$ cat src/hw/rtl/clcb_pkg.sv
`timescale 1ns / 1ps
`default_nettype none

package clcb_pkg;

    localparam logic [3:0] KIND_WRITE = 4'd0;
    localparam logic [3:0] KIND_LEFT  = 4'd1;
    localparam logic [3:0] KIND_RIGHT = 4'd2;
    localparam logic [3:0] KIND_UP    = 4'd3;
    localparam logic [3:0] KIND_DOWN  = 4'd4;
    localparam logic [3:0] KIND_CLEAR = 4'd5;
    localparam logic [3:0] KIND_EOL   = 4'd6;
    localparam logic [3:0] KIND_SET   = 4'd7;
    localparam logic [3:0] KIND_READ  = 4'd8;

    localparam logic [7:0] SPACE_CODE = 8'd32;

    typedef enum logic [3:0] {
        ST_IDLE   = 4'b0001,
        ST_READ   = 4'b0010,
        ST_BLANK  = 4'b0100,
        ST_FINISH = 4'b1000
    } state_t;

endpackage

`default_nettype wire

$ cat src/hw/rtl/char_lcd_cursor_buffer_unit.sv
`timescale 1ns / 1ps
`default_nettype none

// A word is accepted in the idle state. Moves, sets, writes and clears go straight to
// the finish state, a cell read passes through the read state, and a clear to end of line
// through the blank state, which writes one space per cycle through the cell RAM port.
// No new word is taken before the last result is loaded out. Reset homes the cursor and
// clears the per-cell valid flags, so every cell reads as zero without a clearing pass.
module char_lcd_cursor_buffer_unit #(
    parameter int COLUMNS = 16
) (
    input  wire logic       clk,
    input  wire logic       rst_n,
    input  wire logic       in_valid,
    output logic            in_stall,
    input  wire logic [3:0] kind,
    input  wire logic [7:0] char_code,
    input  wire logic [1:0] target_row,
    input  wire logic [4:0] target_column,
    input  wire logic [4:0] read_index,
    output logic            out_valid,
    input  wire logic       out_stall,
    output logic            ok,
    output logic            cursor_row,
    output logic [3:0]      cursor_column,
    output logic [7:0]      cell_data
);

    import clcb_pkg::*;

    localparam int CELLS = 2 * COLUMNS;
    localparam int CW    = $clog2(COLUMNS);
    localparam int AW    = $clog2(CELLS);

    state_t          state_reg, state_next;
    logic            row_reg, row_next;
    logic [CW-1:0]   col_reg, col_next;
    logic [CW-1:0]   blank_col_reg, blank_col_next;
    logic [CELLS-1:0] valid_reg, valid_next;
    logic            out_valid_reg, out_valid_next;
    logic            res_ok_reg, res_ok_next;
    logic [7:0]      res_data_reg, res_data_next;
    logic            rd_valid_reg, rd_valid_next;
    logic            out_ok_reg, out_row_reg;
    logic [CW-1:0]   out_col_reg;
    logic [7:0]      out_data_reg;

    logic            accept;
    logic            load_out;
    logic            ram_we;
    logic [AW-1:0]   ram_waddr;
    logic [7:0]      ram_wdata;
    logic            ram_re;
    logic [AW-1:0]   ram_raddr;
    logic [7:0]      ram_rdata;
    logic [AW-1:0]   cur_idx;
    logic [AW-1:0]   blank_idx;
    logic            at_last_col;
    logic            right_ok;
    logic            set_ok;
    logic            read_ok;

    clcb_ram #(
        .WIDTH (8),
        .DEPTH (CELLS)
    ) u_cells (
        .clk   (clk),
        .we    (ram_we),
        .waddr (ram_waddr),
        .wdata (ram_wdata),
        .re    (ram_re),
        .raddr (ram_raddr),
        .rdata (ram_rdata)
    );

    assign accept   = in_valid && !in_stall;
    assign in_stall = (state_reg != ST_IDLE);
    assign load_out = (state_reg == ST_FINISH) && (!out_valid_reg || !out_stall);

    assign cur_idx     = row_reg ? (AW'(COLUMNS) + AW'(col_reg)) : AW'(col_reg);
    assign blank_idx   = row_reg ? (AW'(COLUMNS) + AW'(blank_col_reg)) : AW'(blank_col_reg);
    assign at_last_col = (col_reg == CW'(COLUMNS - 1));
    assign right_ok    = !at_last_col || !row_reg;
    assign set_ok      = (target_row < 2'd2) && ({2'b00, target_column} < 7'(COLUMNS));
    assign read_ok     = ({3'b000, read_index} < 8'(CELLS));

    always_comb
    begin
        state_next     = state_reg;
        row_next       = row_reg;
        col_next       = col_reg;
        blank_col_next = blank_col_reg;
        valid_next     = valid_reg;
        res_ok_next    = res_ok_reg;
        res_data_next  = res_data_reg;
        rd_valid_next  = rd_valid_reg;
        out_valid_next = out_valid_reg;
        ram_we         = 1'b0;
        ram_waddr      = cur_idx;
        ram_wdata      = char_code;
        ram_re         = 1'b0;
        ram_raddr      = AW'(read_index);

        if (out_valid_reg && !out_stall)
        begin
            out_valid_next = 1'b0;
        end

        case (state_reg)
            ST_IDLE:
            begin
                if (accept)
                begin
                    res_ok_next   = 1'b1;
                    res_data_next = 8'd0;
                    state_next    = ST_FINISH;
                    case (kind)
                        KIND_WRITE:
                        begin
                            ram_we              = 1'b1;
                            valid_next[cur_idx] = 1'b1;
                            if (!at_last_col)
                            begin
                                col_next = col_reg + 1'b1;
                            end
                            else if (!row_reg)
                            begin
                                row_next = 1'b1;
                                col_next = '0;
                            end
                        end
                        KIND_LEFT:
                        begin
                            if (col_reg != '0)
                            begin
                                col_next = col_reg - 1'b1;
                            end
                            else if (row_reg)
                            begin
                                row_next = 1'b0;
                                col_next = CW'(COLUMNS - 1);
                            end
                            else
                            begin
                                res_ok_next = 1'b0;
                            end
                        end
                        KIND_RIGHT:
                        begin
                            res_ok_next = right_ok;
                            if (!at_last_col)
                            begin
                                col_next = col_reg + 1'b1;
                            end
                            else if (!row_reg)
                            begin
                                row_next = 1'b1;
                                col_next = '0;
                            end
                        end
                        KIND_UP:
                        begin
                            res_ok_next = row_reg;
                            row_next    = 1'b0;
                        end
                        KIND_DOWN:
                        begin
                            res_ok_next = !row_reg;
                            row_next    = 1'b1;
                        end
                        KIND_CLEAR:
                        begin
                            valid_next = '0;
                            row_next   = 1'b0;
                            col_next   = '0;
                        end
                        KIND_EOL:
                        begin
                            blank_col_next = col_reg;
                            state_next     = ST_BLANK;
                        end
                        KIND_SET:
                        begin
                            res_ok_next = set_ok;
                            if (set_ok)
                            begin
                                row_next = target_row[0];
                                col_next = CW'(target_column);
                            end
                        end
                        KIND_READ:
                        begin
                            res_ok_next = read_ok;
                            if (read_ok)
                            begin
                                ram_re        = 1'b1;
                                rd_valid_next = valid_reg[AW'(read_index)];
                                state_next    = ST_READ;
                            end
                        end
                        default:
                        begin
                            res_ok_next = 1'b0;
                        end
                    endcase
                end
            end
            ST_READ:
            begin
                res_data_next = rd_valid_reg ? ram_rdata : 8'd0;
                state_next    = ST_FINISH;
            end
            ST_BLANK:
            begin
                ram_we                = 1'b1;
                ram_waddr             = blank_idx;
                ram_wdata             = SPACE_CODE;
                valid_next[blank_idx] = 1'b1;
                blank_col_next        = blank_col_reg + 1'b1;
                if (blank_col_reg == CW'(COLUMNS - 1))
                begin
                    state_next = ST_FINISH;
                end
            end
            ST_FINISH:
            begin
                if (load_out)
                begin
                    out_valid_next = 1'b1;
                    state_next     = ST_IDLE;
                end
            end
            default:
            begin
                state_next = ST_IDLE;
            end
        endcase
    end

    always_ff @(posedge clk or negedge rst_n)
    begin
        if (!rst_n)
        begin
            state_reg     <= ST_IDLE;
            row_reg       <= 1'b0;
            col_reg       <= '0;
            valid_reg     <= '0;
            out_valid_reg <= 1'b0;
        end
        else
        begin
            state_reg     <= state_next;
            row_reg       <= row_next;
            col_reg       <= col_next;
            valid_reg     <= valid_next;
            out_valid_reg <= out_valid_next;
        end
    end

    always_ff @(posedge clk)
    begin
        blank_col_reg <= blank_col_next;
        res_ok_reg    <= res_ok_next;
        res_data_reg  <= res_data_next;
        rd_valid_reg  <= rd_valid_next;
        if (load_out)
        begin
            out_ok_reg   <= res_ok_reg;
            out_row_reg  <= row_reg;
            out_col_reg  <= col_reg;
            out_data_reg <= res_data_reg;
        end
    end

    assign out_valid     = out_valid_reg;
    assign ok            = out_ok_reg;
    assign cursor_row    = out_row_reg;
    assign cursor_column = 4'(out_col_reg);
    assign cell_data     = out_data_reg;

endmodule

`default_nettype wire

$ cat src/hw/rtl/clcb_ram.sv
`timescale 1ns / 1ps
`default_nettype none

module clcb_ram #(
    parameter int WIDTH = 8,
    parameter int DEPTH = 32
) (
    input  wire logic                     clk,
    input  wire logic                     we,
    input  wire logic [$clog2(DEPTH)-1:0] waddr,
    input  wire logic [WIDTH-1:0]         wdata,
    input  wire logic                     re,
    input  wire logic [$clog2(DEPTH)-1:0] raddr,
    output logic      [WIDTH-1:0]         rdata
);

    logic [WIDTH-1:0] mem [DEPTH];

    always_ff @(posedge clk)
    begin
        if (we)
        begin
            mem[waddr] <= wdata;
        end
        if (re)
        begin
            rdata <= mem[raddr];
        end
    end

endmodule

`default_nettype wire
$ cat config.mk
export PLATFORM = sky130hd
export DESIGN_NAME = char_lcd_cursor_buffer_unit
export DESIGN_NICKNAME = d
export VERILOG_FILES = /design/src/hw/rtl/clcb_pkg.sv /design/src/hw/rtl/char_lcd_cursor_buffer_unit.sv /design/src/hw/rtl/clcb_ram.sv
export SDC_FILE = /design/constraint.sdc
export NUM_CORES = 1
export LEC_CHECK = 0
export ABC_AREA = 1
export BUFFER_PORTS_ARGS = -buffer_cell sky130_fd_sc_hd__buf_2
export CAP_MARGIN = 0
export CORE_MARGIN = 4
export CORE_UTILIZATION = 30
export CTS_BUF_LIST = sky130_fd_sc_hd__clkbuf_8
export CTS_CLUSTER_SIZE = 20
export DETAILED_ROUTE_END_ITERATION = 7
export PLACE_DENSITY_LB_ADDON = 0.2
export SLEW_MARGIN = 25
export SYNTH_ARGS = -nofsm -noshare
export SYNTH_HDL_FRONTEND = slang
export SYNTH_SLANG_ARGS = --single-unit
$ cat constraint.sdc
create_clock -name clk -period 7.35 [get_ports clk]
set_clock_uncertainty 0.2 [all_clocks]
set_input_delay 1.47 -clock clk [delete_from_list [all_inputs] [get_ports clk]]
set_output_delay 1.47 -clock clk [all_outputs]
set_load 0.01 [all_outputs]
==> run summary, run 1 <==
Status - finished, final reports clean
Die width - 233.3 um
WP data required - 7.63 ns
Most frequent cells in the layout - nand2_1 (565), edfxtp_1 (292), nand3_1 (276)
CTS sink count - 334
Cell total after placement - 2225
CTS root buffer - clkbuf_8
Antenna violations before repair - 0
Synth cell types - 35
Fin crit share - 49.89%
Synth Net Count - 1608
Flop pwr share - 47.8%
Static Leak - 0.006782 uW
Comb power frac - 18.5%
Sequential area share after synthesis - 64.47%
Synth-to-Final Area Change - 13.03%
Bufs on Longest Clock Path - 3
Chip height - 233.3 um
Mapped Cells - 1572
Largest net degree at the start of global routing - 67
Register bit total from synthesis - 334
Clk pwr share - 33.7%
Vias in the first global route - 10990
Hpwl dp - 25140 um
Int Pwr - 3361 uW
RSZ-0062 raised after global routing - no
Crit path arrival time - 3.95 ns
Avg Inst Size Synth - 9.690 sq um
Ys flop type - edfxtp_1
Tot Pwr - 4893 uW
Count of final hold-check violations - 0
Min Tclk post-route - 3.667 ns
CTS Buf Count - 59
Power Density - 284.2 nW/um^2
Post-CTS Resized - 0
Post-synthesis cell area - 15230 sq um
CTS tree - done
Hold_buf cts - 0
Row count - 82
Port-buffer cells - 43
Tot GR Track Use - 15.56%
Most common cell after layout, fill and taps aside - nand2_1
Vias - 11200
Setup crit start kind - primary input
Clock-pin transition on the worst setup and hold timing paths - 0.06 ns
# diodes - 0
CP Class - in -> reg
Finished Layout Cells - 2337
DR pass1 iterations - 6
Pins over their slew limit - 0
Crit-path max FO - 44
GPL Wtd Cong - 0.8080
Maxcap violations - 0
Peak supply drop - 0.1429 mV
Critical path endpoint category - register
Setup Fix Bufs, Post-CTS - 0
DR iter-0 viols - 827
Core Box Area - 50170 sq um
Share of cells above drive strength 1 - 10.15%
CTS H-tree lvls - 2
Nets - 1650
Fmax - 272.7 MHz
Warnings, synthesis - 0
Async SR Flop Fraction - 12.57%
Post-synth EDFFs - 292
Sw frac - 31.32%
Clock Latency Late Sink - 0.66 ns
Largest register FFs - 256
Final wirelength - 42320 um
WL/cell - 18.11 um
Setup_tns - 0 ns
Setup violators final - 0
First-pass GRT wire length - 65560 um
Antenna Violating Nets Remaining - 0
Initial Utilization - 30.36%
HP Class - reg -> reg
Vias/cell - 4.792
Die ar. - 54450 sq um
Switching power - 1532 uW
DRC - 0
Measured slew at the worst slew-check pin - 1.046 ns
Io pins - 44
GR Overflow Total - 0
Rel. slew slack - 30.25%
-- worst max-delay path, cell delays in order --
cell      delay [ns]
buf_2           0.08
buf_4           0.43
clkinv_2        0.58
buf_4           0.51
nand3_1         0.20
nand3_1         0.12
nand2_1         0.15
nand2_1         0.07
nand2_1         0.10
nand2_1         0.06
nand2_1         0.09
-- final timing paths --
path | startpoint | end | slack (ns) | depth (start not counted)
max | read_index[1] | u_cells.rdata[7]$_DFFE_PP_ | 3.68 | 11
max reg2reg | state_reg[0]$_DFFE_PN1P_ | u_cells.mem[25][7]$_DFFE_PP_ | 3.82 | 5
min | res_data_reg[2]$_SDFFCE_PN0P_ | cell_data[2]$_DFFE_PP_ | 0.22 | 0
min in group asynchronous | rst_n | col_reg[0]$_DFFE_PN0P_ | 0.63 | 1
max in group asynchronous | rst_n | out_valid$_DFF_PN0_ | 5.87 | 1
min reg2reg | res_data_reg[2]$_SDFFCE_PN0P_ | cell_data[2]$_DFFE_PP_ | 0.22 | 0
-- routing by layer --
| layer | track usage, % | routed length, um | vias up |
|---|---|---|---|
| li1 | - | - | 5420 |
| met1 | 21.16 | 19440 | 5404 |
| met2 | 25.00 | 19530 | 297 |
| met3 | 2.829 | 2245 | 79 |
| met4 | 5.491 | 1099 | 0 |
| met5 | 0 | 0 | - |
-- stage by stage --
step                setup WS [ns]  hold WS [ns]  cell area [sq um]  utilization, %
detailed placement          3.043        0.2063              16090           32.07
global route                3.531        0.2369              17220           34.32
global placement            2.861        0.2040              16080           32.06
finish                      3.683        0.2169              17220           34.32
CTS                         3.730        0.2201              17220           34.32
floorplan                   4.143        0.2003              15230               -
-- Yosys cell counts, types with 3 or more instances --
cell type / n / area share, %
inv_1: 73 / 1.8
inv_2: 4 / 0.099
buf_4: 4 / 0.20
nor2_1: 98 / 2.4
a21oi_1: 5 / 0.16
buf_2: 30 / 0.99
o21bai_1: 4 / 0.20
nor2_2: 3 / 0.12
nor3_1: 5 / 0.16
nand3_1: 276 / 9.1
nand3_2: 4 / 0.26
o21ai_0: 84 / 2.8
o21ai_1: 6 / 0.20
nand2_1: 566 / 14
dfrtp_1: 41 / 6.7
ha_1: 8 / 0.66
buf_1: 11 / 0.27
clkbuf_1: 34 / 0.84
edfxtp_1: 292 / 58
clkinv_1: 3 / 0.074
-- power groups by stage --
stage                     Sequential (uW)  Clock, uW  Combinational [uW]
after floorplan                      2340          0                 634
after global placement               2370          0                 899
after detailed placement             2370          0                 910
after CTS                            2340       1700                 915
after global routing                 2360       1790                1040
final                                2340       1650                 907
-- kinds of logic after synthesis --
logic type / Yosys count / share of synthesized area [%]
buffers and inverters: 161 / 4.411
DFF: 334 / 64.47
AOI/OAI and AO/OA: 108 / 3.819
xor gates and xnor gates: 2 / 0.1150
adders and majority gates: 8 / 0.6571
and+or+nand+nor: 959 / 26.53
-- final cells by class --
| cell class | instances | area, sq um |
|---|---|---|
| Timing Repair Buffer | 62 | 362.8 |
| Fill cell | 5144 | 32950 |
| Sequential cell | 334 | 9821 |
| Multi-Input combinational cell | 1077 | 4761 |
| Clock buffer | 63 | 867.1 |
| Clock inverter | 49 | 261.5 |
| Tap cell | 672 | 840.8 |
| Inverter | 80 | 304.0 |
Power figures use the tool's default switching activity.
==> run 2, diff against run 1 <==
==> constraint.sdc (replaced) <==
create_clock -name clk -period 3 [get_ports clk]
set_clock_uncertainty 0.2 [all_clocks]
set_input_delay 0.6 -clock clk [delete_from_list [all_inputs] [get_ports clk]]
set_output_delay 0.6 -clock clk [all_outputs]
set_load 0.01 [all_outputs]
==> run summary, run 2 (synthesis results as in run 1) <==
Worst reg2reg path startpoint - state_reg[0]$_DFFE_PN1P_
DR iter-0 viols - 910 (+10%)
DR pass1 iterations - 5 (-1)
Row count - 82 (unchanged)
Die width - 233.3 um (unchanged)
Peak supply drop - 0.3020 mV (+110%)
Crit path arrival time - 2.82 ns (-1.13 ns)
Setup_tns - 0 ns (unchanged)
Min Hold Slack - 0.09707 ns (-0.1198 ns)
Tot GR Track Use - 16.16% (+0.60 points)
Reg2reg end - u_cells.mem[10][4]$_DFFE_PP_
Synth-to-Final Area Change - 15.74%
Crit path launch - state_reg[0]$_DFFE_PN1P_
Fin crit share - 88.86%
Initial Utilization - 30.36% (unchanged)
# diodes - 0 (unchanged)
GPL Wtd Cong - 0.8282 (+2.5%)
Flop pwr share - 47.5% (-0.3 points)
WP data required - 3.15 ns (-4.48 ns)
Vias/cell - 4.802 (+0.20%)
Rel. slew slack - 38.72% (+8.5 points)
WL/cell - 18.54 um (+2.4%)
CTS root buffer - clkbuf_8
Count of final hold-check violations - 0 (unchanged)
Maxcap violations - 0 (unchanged)
Fmax - 375.1 MHz
R2R Setup Slk - 0.33 ns (-3.49 ns)
Setup crit start kind - register
Antenna Violating Nets Remaining - 0 (unchanged)
Min Tclk post-route - 2.666 ns
Status - finished, final reports clean
Hold_buf cts - 2 (+2)
Post-CTS Resized - 0 (unchanged)
Int Pwr - 8241 uW (+150%)
Vias - 11430 (+2.0%)
Most frequent cells in the layout - nand2_1 (566), edfxtp_1 (292), nand3_1 (276)
RSZ-0062 raised after global routing - no
Core Box Area - 50170 sq um (unchanged)
Io pins - 44 (unchanged)
Port-buffer cells - 43 (unchanged)
Most common cell after layout, fill and taps aside - nand2_1
Share of cells above drive strength 1 - 12.41% (+2.3 points)
Final wirelength - 44130 um (+4.3%)
Worst reg-to-reg path cell count - 6 (+1)
HP Class - in -> reg
Switching power - 3760 uW (+150%)
Hpwl dp - 27570 um (+9.6%)
Vias in the first global route - 11370 (+3.5%)
Clk pwr share - 32.9% (-0.8 points)
DRC - 0 (unchanged)
Nets - 1702 (+3.2%)
Power Density - 680.7 nW/um^2 (+140%)
GR Overflow Total - 0 (unchanged)
Comb power frac - 19.5% (+1.0 points)
Layout fillers - 5076 (-1.3%)
Clock-pin transition on the worst setup and hold timing paths - 0.06 ns (about the same)
Largest net degree at the start of global routing - 55 (-18%)
Setup violators final - 0 (unchanged)
Static Leak - 0.007040 uW (+3.8%)
Pins over their slew limit - 0 (unchanged)
First-pass GRT wire length - 66740 um (+1.8%)
Antenna violations before repair - 0 (unchanged)
Clock Latency Late Sink - 0.67 ns (about the same)
CP Class - reg -> reg
CTS tree - done
CTS H-tree lvls - 2 (unchanged)
Bufs on Longest Clock Path - 3 (unchanged)
Die ar. - 54450 sq um (unchanged)
CTS sink count - 334 (unchanged)
Measured slew at the worst slew-check pin - 0.9192 ns (-0.1269 ns)
Chip height - 233.3 um (unchanged)
Largest register FFs - 256 (unchanged)
Sw frac - 31.33% (about the same)
Crit-path max FO - 13 (-70%)
Critical path endpoint category - register
Setup Fix Bufs, Post-CTS - 0 (unchanged)
Critical Path End - u_cells.mem[10][4]$_DFFE_PP_
CTS Buf Count - 58 (-1.7%)
[run 2: cell type report]
type                    count  area [sq um]  share of cell area, %
flip-flops and latches    334          9821                  55.70
well taps                 672         840.8                  4.769
inverters                  80         302.8                  1.717
clock buffers              62         853.3                  4.840
multi-input cells        1077          4758                  26.99
repair buffers            115         813.3                  4.613
clock inverters            40         241.5                  1.370
[run 2: routing by layer]
layer	up-vias	routed length [um]	GRT usage (%)
li1	5509	-	-
met1	5501	19640	21.46
met2	335	20890	26.99
met3	84	2383	2.549
met4	0	1218	5.435
met5	-	0	0
[run 2: how the worst min path moves through the flow]
| stage | start | to | cells past startpoint |
|---|---|---|---|
| 3_3_place_gp | res_ok_reg$_DFFE_PP_ | ok$_DFFE_PP_ | 0 |
| 2_1_floorplan | rst_n | col_reg[0]$_DFFE_PN0P_ | 0 |
| 3_5_place_dp | res_data_reg[5]$_SDFFCE_PN0P_ | cell_data[5]$_DFFE_PP_ | 0 |
| 5_1_grt | target_column[2] | col_reg[2]$_DFFE_PN0P_ | 5 |
| 4_1_cts | target_column[1] | col_reg[1]$_DFFE_PN0P_ | 5 |
| 6_report | target_column[1] | col_reg[1]$_DFFE_PN0P_ | 5 |
[run 2: critical path: stages, from the launching register on]
cell,delay (ns)
dfstp_2,0.40
nor2_2,0.16
nand3_4,0.20
o21ai_1,0.68
nand3_1,0.35
nor2_1,0.19
buf_4,0.20
[run 2: power groups by stage]
stage | Clock (uW) | Sequential, uW | Combinational, uW
after floorplan | 0 | 5730 | 1550
after global placement | 0 | 5790 | 2320
after detailed placement | 0 | 5790 | 2350
after CTS | 4100 | 5700 | 2360
after global routing | 4310 | 5740 | 2660
final | 3950 | 5700 | 2340
[run 2: stage by stage]
stage                     total power, uW  setup slack [ns]  util (%)  cells  area (sq um)
after CTS                           12160            0.3586     35.14   2380         17630
after floorplan                      7287            0.6631         -   1572         15230
after global placement               8108            0.2984     32.92   2276         16520
after global routing                12710            0.2376     35.14   2380         17630
after detailed placement             8138            0.2922     32.92   2276         16520
final                               12000            0.3342     35.14   2380         17630
==> run 3, diff against run 2 <==
==> constraint.sdc (replaced) <==
create_clock -name clk -period 3.4 [get_ports clk]
set_clock_uncertainty 0.2 [all_clocks]
set_input_delay 0.68 -clock clk [delete_from_list [all_inputs] [get_ports clk]]
set_output_delay 0.68 -clock clk [all_outputs]
set_load 0.01 [all_outputs]
==> run summary, run 3 (synthesis results as in run 1) <==
Status - finished, final reports clean
Hold depth - 3 (-2)
DR iter-0 viols - 787 (-14%)
Largest net degree at the start of global routing - 145 (+160%)
Hold EP - out_valid$_DFF_PN0_
Hold_sp - out_stall
CTS root buffer - clkbuf_8
Cell total after placement - 2268 (-0.35%)
Die ar. - 54450 sq um (unchanged)
Final wirelength - 41640 um (-5.6%)
WL/cell - 17.52 um (-5.5%)
Peak supply drop - 0.2242 mV (-26%)
Most common cell after layout, fill and taps aside - nand2_1
Fin crit share - 76.72% (-12 points)
Bufs on Longest Clock Path - 3 (unchanged)
Clock Latency Late Sink - 0.66 ns (about the same)
Placed cell area - 16470 sq um (-0.27%)
Clock-pin transition on the worst setup and hold timing paths - 0.06 ns (about the same)
Chip height - 233.3 um (unchanged)
Nets - 1693 (-0.53%)
Hold_buf cts - 1 (-1)
Maxcap violations - 0 (unchanged)
CTS H-tree lvls - 2 (unchanged)
Core Box Area - 50170 sq um (unchanged)
R2R Setup Slk - 0.79 ns (+0.46 ns)
# diodes - 0 (unchanged)
Initial Utilization - 30.36% (unchanged)
Setup violators final - 0 (unchanged)
DR pass1 iterations - 5 (unchanged)
Power Density - 592.0 nW/um^2 (-13%)
Measured slew at the worst slew-check pin - 0.8154 ns (-0.1038 ns)
Antenna violations before repair - 0 (unchanged)
Critical path endpoint category - register
Share of cells above drive strength 1 - 11.74% (-0.68 points)
Reg2reg end - u_cells.mem[27][5]$_DFFE_PP_
Setup Fix Bufs, Post-CTS - 0 (unchanged)
Worst reg2reg path startpoint - state_reg[0]$_DFFE_PN1P_
Port-buffer cells - 43 (unchanged)
Pins over their slew limit - 0 (unchanged)
Min Tclk post-route - 2.608 ns (-0.05753 ns)
GR Overflow Total - 0 (unchanged)
Die width - 233.3 um (unchanged)
Fmax - 383.4 MHz (+2.2%)
Finished Layout Cells - 2376 (-0.17%)
Final Cell Area - 17510 sq um (-0.68%)
Rel. slew slack - 45.64% (+6.9 points)
Static Leak - 0.006986 uW (-0.77%)
Vias in the first global route - 10970 (-3.6%)
Tot GR Track Use - 15.36% (-0.79 points)
Vias - 11180 (-2.2%)
Worst reg-to-reg path cell count - 8 (+2)
Crit-path max FO - 14 (+1)
Setup crit start kind - register
Crit path arrival time - 2.73 ns (-0.09 ns)
HP Class - in -> reg
First-pass GRT wire length - 64650 um (-3.1%)
Largest register FFs - 256 (unchanged)
Synth-to-Final Area Change - 14.95%
CTS tree - done
Setup_tns - 0 ns (unchanged)
Post-CTS Resized - 0 (unchanged)
DRC - 0 (unchanged)
Min Hold Slack - 0.08751 ns (-0.009552 ns)
CTS Buf Count - 58 (unchanged)
Io pins - 44 (unchanged)
Hpwl dp - 25630 um (-7.0%)
Antenna Violating Nets Remaining - 0 (unchanged)
GPL Wtd Cong - 0.8168 (-1.4%)
CP Class - reg -> reg
WP data required - 3.52 ns (+0.37 ns)
Vias/cell - 4.706 (-2.0%)
RSZ-0062 raised after global routing - no
Final Util - 34.90% (-0.24 points)
Count of final hold-check violations - 0 (unchanged)
CTS sink count - 334 (unchanged)
Most frequent cells in the layout - nand2_1 (566), edfxtp_1 (292), nand3_1 (276)
Row count - 82 (unchanged)
-- run 3: critical path, cell delays in order, from the launching register on --
cell,delay [ns]
dfstp_2,0.40
nor2_2,0.15
nand3_4,0.23
nor2_1,0.35
a21oi_2,0.14
inv_1,0.13
nand3_2,0.30
nor2_1,0.19
buf_4,0.20
-- run 3: stage by stage --
| step | setup slack [ns] | power, uW |
|---|---|---|
| after global placement | 0.6983 | 7091 |
| final | 0.7917 | 10370 |
| after floorplan | 0.9831 | 6429 |
| after CTS | 0.7841 | 10470 |
| after detailed placement | 0.6837 | 7115 |
| after global routing | 0.5327 | 11000 |
-- run 3: area by class of cell --
type	instances	area, sq um
repair buffers	106	758.2
clock buffers	58	798.3
inverters	80	302.8
clock inverters	49	231.5
well taps	672	840.8
multi-input cells	1077	4758
flip-flops and latches	334	9821
fillers	5129	32660
-- run 3: worst max path at each step --
stage	from	to	slack, ns
finish	state_reg[0]$_DFFE_PN1P_	u_cells.mem[27][5]$_DFFE_PP_	0.79
global route	state_reg[0]$_DFFE_PN1P_	u_cells.mem[25][6]$_DFFE_PP_	0.53
CTS	state_reg[0]$_DFFE_PN1P_	u_cells.mem[9][4]$_DFFE_PP_	0.78
detailed placement	kind[3]	u_cells.mem[7][6]$_DFFE_PP_	0.68
global placement	kind[3]	u_cells.mem[27][6]$_DFFE_PP_	0.70
floorplan	kind[0]	u_cells.mem[22][0]$_DFFE_PP_	0.98
-- run 3: layer usage --
metal,vias to the layer above,track usage [%],wire length [um]
met5,-,0,0
met4,0,4.931,1073
met1,5333,20.78,19080
met3,72,2.488,1993
li1,5495,-,-
met2,282,25.28,19490
-- run 3: power breakdown --
part           leakage (uW)  switching, uW  internal [uW]
sequential          0.00316            233           4820
combinational       0.00321           1390            612
clock              0.000620           1650           1660
total               0.00699           3270           7090
